**src/hw/rtl/u8d_pkg.sv**
```systemverilog
// Shared types and constants for the UTF-8 to code point decoder.
// Used by u8d_decode, u8d_emit and utf8_to_code_point_decoder; no dependencies.
`timescale 1ns / 1ps
`default_nettype none

package u8d_pkg;

   localparam int unsigned CpWidth    = 21;
   localparam int unsigned ByteWidth  = 8;
   localparam int unsigned CountWidth = 3;

   localparam logic [CpWidth-1:0] Subst = 21'h00FFFD;

   // One input word: a raw byte and the end-of-stream mark.
   typedef struct packed {
      logic [ByteWidth-1:0] in_byte;
      logic                 last_byte;
   } req_word_type;

   // One result word.
   typedef struct packed {
      logic [CpWidth-1:0] code_point;
      logic               is_replacement;
      logic               run_end;
   } rsp_word_type;

   // Results caused by one byte: a run of substitutes, then an optional value.
   typedef struct packed {
      logic [CountWidth-1:0] reps;
      logic                  has_value;
      logic [CpWidth-1:0]    value;
   } job_type;

endpackage

`default_nettype wire

```
**src/hw/rtl/u8d_decode.sv**
```systemverilog
// Sequence decoder: holds the open sequence and turns each byte into a job.
// Depends on u8d_pkg.
`timescale 1ns / 1ps
`default_nettype none

module u8d_decode (
   input  wire logic                  clock,
   input  wire logic                  reset,
   input  wire logic                  accept,
   input  wire u8d_pkg::req_word_type word,
   output u8d_pkg::job_type           job
);

   logic [u8d_pkg::CpWidth-1:0] acc_ff, acc_in;
   logic [2:0]                  len_ff, len_in;
   logic [1:0]                  held_ff, held_in;

   logic [7:0]                  b;
   logic                        cont;
   logic                        seq_open;
   logic [u8d_pkg::CpWidth-1:0] acc_shift;
   logic [2:0]                  held_p1;
   logic                        complete;
   logic                        bad;
   logic                        lead_ascii;
   logic                        lead_invalid;
   logic [2:0]                  lead_len;
   logic [u8d_pkg::CpWidth-1:0] lead_payload;

   assign b         = word.in_byte;
   assign cont      = (b[7:6] == 2'b10);
   assign seq_open  = (len_ff != 3'd0);
   assign acc_shift = {acc_ff[u8d_pkg::CpWidth-7:0], b[5:0]};
   assign held_p1   = {1'b0, held_ff} + 3'd1;
   assign complete  = (held_p1 == len_ff);

   // Flag overlong forms, surrogates and values above the Unicode range
   assign bad = ((len_ff == 3'd2) && (acc_shift < 21'h000080)) ||
                ((len_ff == 3'd3) && (acc_shift < 21'h000800)) ||
                ((len_ff == 3'd4) && (acc_shift < 21'h010000)) ||
                (acc_shift > 21'h10FFFF) ||
                ((acc_shift >= 21'h00D800) && (acc_shift <= 21'h00DFFF));

   // Classify the byte as a lead
   always_comb begin
      lead_ascii   = 1'b0;
      lead_invalid = 1'b0;
      lead_len     = 3'd0;
      lead_payload = '0;
      if (b < 8'h80) begin
         lead_ascii = 1'b1;
      end else if (b inside {[8'hC2:8'hDF]}) begin
         lead_len     = 3'd2;
         lead_payload = {16'd0, b[4:0]};
      end else if (b inside {[8'hE0:8'hEF]}) begin
         lead_len     = 3'd3;
         lead_payload = {17'd0, b[3:0]};
      end else if (b inside {[8'hF0:8'hF4]}) begin
         lead_len     = 3'd4;
         lead_payload = {18'd0, b[2:0]};
      end else begin
         lead_invalid = 1'b1;
      end
   end

   // Build the job and the next sequence state
   always_comb begin
      job.reps      = 3'd0;
      job.has_value = 1'b0;
      job.value     = {13'd0, b};
      acc_in        = acc_ff;
      len_in        = len_ff;
      held_in       = held_ff;
      if (seq_open && cont) begin
         if (complete) begin
            acc_in  = '0;
            len_in  = 3'd0;
            held_in = 2'd0;
            if (bad) begin
               job.reps = held_p1;
            end else begin
               job.has_value = 1'b1;
               job.value     = acc_shift;
            end
         end else begin
            acc_in  = acc_shift;
            held_in = held_p1[1:0];
            // Truncated at stream end: flush every held byte
            if (word.last_byte) begin
               job.reps = held_p1;
               acc_in   = '0;
               len_in   = 3'd0;
               held_in  = 2'd0;
            end
         end
      end else begin
         // Drop a broken sequence, then rescan this byte as a lead
         job.reps = seq_open ? {1'b0, held_ff} : 3'd0;
         acc_in   = '0;
         len_in   = 3'd0;
         held_in  = 2'd0;
         if (lead_ascii) begin
            job.has_value = 1'b1;
         end else if (lead_invalid) begin
            job.reps = job.reps + 3'd1;
         end else if (word.last_byte) begin
            job.reps = job.reps + 3'd1;
         end else begin
            acc_in  = lead_payload;
            len_in  = lead_len;
            held_in = 2'd1;
         end
      end
   end

   // Advance the sequence state on each accepted byte
   always_ff @(posedge clock) begin
      if (reset) begin
         acc_ff  <= '0;
         len_ff  <= 3'd0;
         held_ff <= 2'd0;
      end else if (accept) begin
         acc_ff  <= acc_in;
         len_ff  <= len_in;
         held_ff <= held_in;
      end
   end

endmodule

`default_nettype wire

```
**src/hw/rtl/u8d_emit.sv**
```systemverilog
// Result sequencer: holds one job and drains it one word per cycle, while the
// output is not stalled, into the output register. Depends on u8d_pkg.
`timescale 1ns / 1ps
`default_nettype none

module u8d_emit (
   input  wire logic                  clock,
   input  wire logic                  reset,
   input  wire logic                  load,
   input  wire u8d_pkg::job_type      job_in,
   input  wire logic                  rsp_stall,
   output logic                       take_ok,
   output logic                       rsp_valid,
   output u8d_pkg::rsp_word_type      rsp_word
);

   logic [u8d_pkg::CountWidth-1:0] reps_ff, reps_in;
   logic                           has_value_ff, has_value_in;
   logic [u8d_pkg::CpWidth-1:0]    value_ff;
   logic                           rsp_valid_ff, rsp_valid_in;
   u8d_pkg::rsp_word_type          rsp_word_ff, rsp_word_in;

   logic out_free;
   logic pending;
   logic last_one;
   logic fire;

   assign out_free = !rsp_valid_ff || !rsp_stall;
   assign pending  = (reps_ff != '0) || has_value_ff;
   assign last_one = ((reps_ff == 3'd0) && has_value_ff) ||
                     ((reps_ff == 3'd1) && !has_value_ff);
   assign fire     = out_free && pending;
   assign take_ok  = !pending || (last_one && out_free);

   // Pick the next word: substitutes first, then the decoded value
   always_comb begin
      reps_in      = reps_ff;
      has_value_in = has_value_ff;
      rsp_valid_in = rsp_valid_ff;
      rsp_word_in  = rsp_word_ff;
      if (fire) begin
         rsp_valid_in = 1'b1;
         if (reps_ff != '0) begin
            rsp_word_in.code_point     = u8d_pkg::Subst;
            rsp_word_in.is_replacement = 1'b1;
            rsp_word_in.run_end        = last_one;
            reps_in                    = reps_ff - 3'd1;
         end else begin
            rsp_word_in.code_point     = value_ff;
            rsp_word_in.is_replacement = 1'b0;
            rsp_word_in.run_end        = 1'b1;
            has_value_in               = 1'b0;
         end
      end else if (out_free) begin
         rsp_valid_in = 1'b0;
      end
   end

   // Hold the job and the output word
   always_ff @(posedge clock) begin
      if (reset) begin
         reps_ff      <= '0;
         has_value_ff <= 1'b0;
         rsp_valid_ff <= 1'b0;
      end else begin
         rsp_valid_ff <= rsp_valid_in;
         if (load) begin
            reps_ff      <= job_in.reps;
            has_value_ff <= job_in.has_value;
         end else begin
            reps_ff      <= reps_in;
            has_value_ff <= has_value_in;
         end
      end
   end

   always_ff @(posedge clock) begin
      rsp_word_ff <= rsp_word_in;
      if (load) begin
         value_ff <= job_in.value;
      end
   end

   assign rsp_valid = rsp_valid_ff;
   assign rsp_word  = rsp_word_ff;

endmodule

`default_nettype wire

```
**src/hw/rtl/utf8_to_code_point_decoder.sv**
```systemverilog
// UTF-8 to code point decoder, top level. Depends on u8d_pkg, u8d_decode, u8d_emit.
// Each result passes through the job register, then the output register. Throughput:
// one byte per cycle while each byte gives at most one word and rsp_stall is low; a
// byte giving more holds the input until its last word enters the one output register.
// Reset (synchronous, active high) closes any open sequence and empties the
// job and output registers.
`timescale 1ns / 1ps
`default_nettype none

module utf8_to_code_point_decoder (
   input  wire logic                  clock,
   input  wire logic                  reset,
   input  wire logic                  req_valid,
   output logic                       req_stall,
   input  wire u8d_pkg::req_word_type req_word,
   output logic                       rsp_valid,
   input  wire logic                  rsp_stall,
   output u8d_pkg::rsp_word_type      rsp_word
);

   logic             take_ok;
   logic             accept;
   u8d_pkg::job_type job;

   assign req_stall = !take_ok;
   assign accept    = req_valid && take_ok;

   // Decode the byte against the open sequence
   u8d_decode u_decode (
      .clock  (clock),
      .reset  (reset),
      .accept (accept),
      .word   (req_word),
      .job    (job)
   );

   // Drain the job one word at a time
   u8d_emit u_emit (
      .clock     (clock),
      .reset     (reset),
      .load      (accept),
      .job_in    (job),
      .rsp_stall (rsp_stall),
      .take_ok   (take_ok),
      .rsp_valid (rsp_valid),
      .rsp_word  (rsp_word)
   );

endmodule

`default_nettype wire

```
**config.mk**
```make
export PLATFORM = sky130hd
export DESIGN_NAME = utf8_to_code_point_decoder
export DESIGN_NICKNAME = d
export VERILOG_FILES = /design/src/hw/rtl/u8d_pkg.sv /design/src/hw/rtl/u8d_decode.sv /design/src/hw/rtl/u8d_emit.sv /design/src/hw/rtl/utf8_to_code_point_decoder.sv
export SDC_FILE = /design/constraint.sdc
export NUM_CORES = 1
export LEC_CHECK = 0
export ABC_AREA = 1
export BUFFER_PORTS_ARGS = -buffer_cell sky130_fd_sc_hd__buf_2
export CAP_MARGIN = 20
export CORE_MARGIN = 2
export CORE_UTILIZATION = 50
export DETAILED_ROUTE_END_ITERATION = 16
export PLACE_DENSITY = 0.7
export REMOVE_ABC_BUFFERS = 1
export SETUP_SLACK_MARGIN = 0.1
export SYNTH_ARGS = -nofsm -noshare
export SYNTH_HDL_FRONTEND = slang
export SYNTH_SLANG_ARGS = --single-unit
```
**constraint.sdc**
```tcl
create_clock -name clock -period 5.8 [get_ports clock]
set_input_delay 0.58 -clock clock [delete_from_list [all_inputs] [get_ports clock]]
set_output_delay 0.58 -clock clock [all_outputs]
set_load 0.005 [all_outputs]
```
==> results.tsv <==
metric	value	unit
status	complete, no violations	
crit_path_start_kind	flip-flop	
routing_usage_on_met1	0.2178	
antenna_left	0	
worst_clock_skew	0.009659	ns
via_cell_ratio	5.056	
drtPass1Iterations	4	
yosys_warnings	0	
grt-busiest-layer	met2	
crit_fanout	38	
via_count_of_the_first_global_routing_pass	2117	
antenna-diode-count	0	
via_count	2275	
routed_wire_length_per_instance	13.16	um
cts_num_sinks	69	
starting_density	0.5076	
finalCriticalPeriod	2.679	ns
drt-total-wl	5923	um
critical_path_class	reg -> reg	
cap_viol_max_count	0	
critPathCaptureType	flip-flop	
synth_commonest_cells	nor2_1 (55), inv_1 (52), edfxtp_1 (44)	
r2r.worst_path.cells	11	
slew-limit-headroom	0.2582	
rsz0062_at_grt	no	
synth_area	3168	um2
vdd.ir_drop.worst	0.2660	mV
first_pass_grt_wire_length	9701	um
grt_use_met3	0.05143	
cts-htree-levels	3	
post_syn_instances	329	
routability_congestion_estimate	0.9038	
power.leakage	0.001457	uW
drc	0	
synth_ff_type	edfxtp_1	
cts-buffers-inserted	9	
post_cts.resized_instances	0	
avg_cell_area_syn	9.629	um2
power_density	496.7	nW/um2
timing.final.crit_share	0.4618	
rows	29	
fmax	0.3733	GHz
grt.total_usage	0.1777	
finalSetupViolCount	0	
finish.utilization	0.5754	
synth.distinct_cells	35	
min_path_cells	1	
grt_max_degree	39	
detail_route.iter0.violations	111	
synth_top_area_share	0.4171	
crit_slowest_cell	inv_2	
cp_peak_stage_delay	0.58	ns
nNetsFinal	386	
final_hold_viol_count	0	
floorplan.die.width	83.60	um
worst-slew-pin-transition	1.113	ns
cpLargestDelayFamily	simple AND/OR/NAND/NOR gates	
hold_class	in -> reg	
synth_most_common_cell	nor2_1	
instances_no_fill	450	
place_hpwl	4264	um
synth-edff-count	44	
synth_seq_area_share	0.5750	
ctsHoldBuffers	0	
crit_required	6.00	ns
clockRootBuffer	clkbuf_8	
postCtsSetupBuffers	0	
place.detailed.instances	433	
area_delta_synth_final	13.35	%
io_pins	38	
synth_top_cells_by_area	edfxtp_1 (42%), dfxtp_1 (16%), nor2_1 (6.5%)	
cts_tree	yes	
cp.buffers_inverters	3	
gr_layer_usage_met2	0.2851	
worstPathCellList	inv_1 -> ha_1 -> nand2_2 -> nor2_1 -> inv_1 -> nand2_1 -> nand2_2 -> inv_2 -> nand2_1 -> nor2_1 -> a211oi_1	
coreArea	6241	um2
clk_pin_slew	0.08	ns
totalNegativeSetupSlack	0	ns
synth-seq-cells	69	
place.port_buffers	37	
path_depth	11	
dieArea	6989	um2
clkLatencyLatePin	0.34	ns
timing_max_transition_violations_final	0	
fraction_of_registers_with_async_set_reset	0	
arrival	2.88	ns
global_route.overflow_total	0	
floorplan.die.height	83.60	um
grt_antenna_before_repair	0	
synth_area_leader_cell	edfxtp_1	
final_layout_size_suffix_gt1_frac	0.2440	
cts_max_path_buffers	2	
metrics by stage:
step / worst slack (ns) / area [um2] / hold WS [ns] / total power (uW)
after CTS: 3.133 / 3576 / 0.4235 / 1783
after global routing: 2.773 / 3591 / 0.4263 / 1908
after floorplan: 3.505 / 3099 / 0.4380 / 1197
after detailed placement: 3.143 / 3383 / 0.4598 / 1404
final: 3.121 / 3591 / 0.4381 / 1784
after global placement: 3.261 / 3383 / 0.4574 / 1381
cells by family (layout without fill, tap and decap cells):
| kind of cell | after synthesis | in the layout | synth area share |
|---|---|---|---|
| AND/OR/NAND/NOR | 145 | 145 | 0.2303 |
| flip-flops | 69 | 69 | 0.5750 |
| buffers and inverters | 67 | 111 | 0.08925 |
| AO/OA/AOI/OAI | 40 | 40 | 0.07741 |
| adder cells (fa/ha/maj) | 5 | 5 | 0.01975 |
| XOR/XNOR | 3 | 3 | 0.008295 |
path summary, 6_finish.rpt:
check                                 startpoint                               to  slack (ns)
setup / recovery  u_emit.reps_ff[0]$_SDFFE_PP0P_  u_decode.acc_ff[3]$_SDFFE_PP0P_        3.12
hold / removal                       req_word[2]     u_emit.value_ff[1]$_DFFE_PP_        0.44
setup reg to reg  u_emit.reps_ff[0]$_SDFFE_PP0P_  u_decode.acc_ff[3]$_SDFFE_PP0P_        3.12
hold reg to reg   u_emit.reps_ff[1]$_SDFFE_PP0P_   u_emit.reps_ff[1]$_SDFFE_PP0P_        0.48
registers in the layout (all words and copies together) (netlist names):
signal	count
u_decode.held_ff	2
u_emit.has_value_ff	1
u_decode.len_ff	3
u_decode.acc_ff	15
u_emit.reps_ff	3
u_emit.value_ff	21
u_emit.rsp_valid	1
u_emit.rsp_word	23
metal layers:
metal  vias to the layer above  routed length (um)
met3                        15                 289
li1                       1147                   -
met4                         0                 178
met5                         -                   0
met1                      1052                2714
met2                        61                2741
cells in the final DEF, fill, tap and decap left out, drive strengths merged:
| cell | instances |
|---|---|
| bufinv | 1 |
| buf | 38 |
| dfxtp | 25 |
| inv | 57 |
| nor2 | 66 |
| nand2 | 37 |
| o21bai | 1 |
| clkbuf | 10 |
| a211oi | 2 |
| xnor2 | 1 |
| o211ai | 1 |
| clkinv | 4 |
| or2 | 16 |
| nand3 | 17 |
| o22ai | 2 |
| xor2 | 2 |
| clkinvlp | 1 |
| a22oi | 11 |
| o311ai | 1 |
| ha | 5 |
| nand4 | 4 |
| nor3 | 5 |
| o21ai | 13 |
| a31oi | 1 |
| a21oi | 8 |
| edfxtp | 44 |
power breakdown:
group | leakage [uW] | switching (uW) | internal [uW] | total (uW)
combinational | 0.000737 | 375 | 213 | 588
clock | 0.0000962 | 182 | 198 | 381
sequential | 0.000624 | 60.2 | 755 | 815
total | 0.00146 | 617 | 1170 | 1780
layout make-up:
class | instances | area, um2
fill | 573 | 2650
sequential | 69 | 1822
multi-input combinational | 193 | 1066
inverter | 57 | 214.0
timing repair buffer | 38 | 200.2
clock buffer | 10 | 127.6
tap | 77 | 96.34
clock inverter | 6 | 65.06
Power figures use the tool's default switching activity.
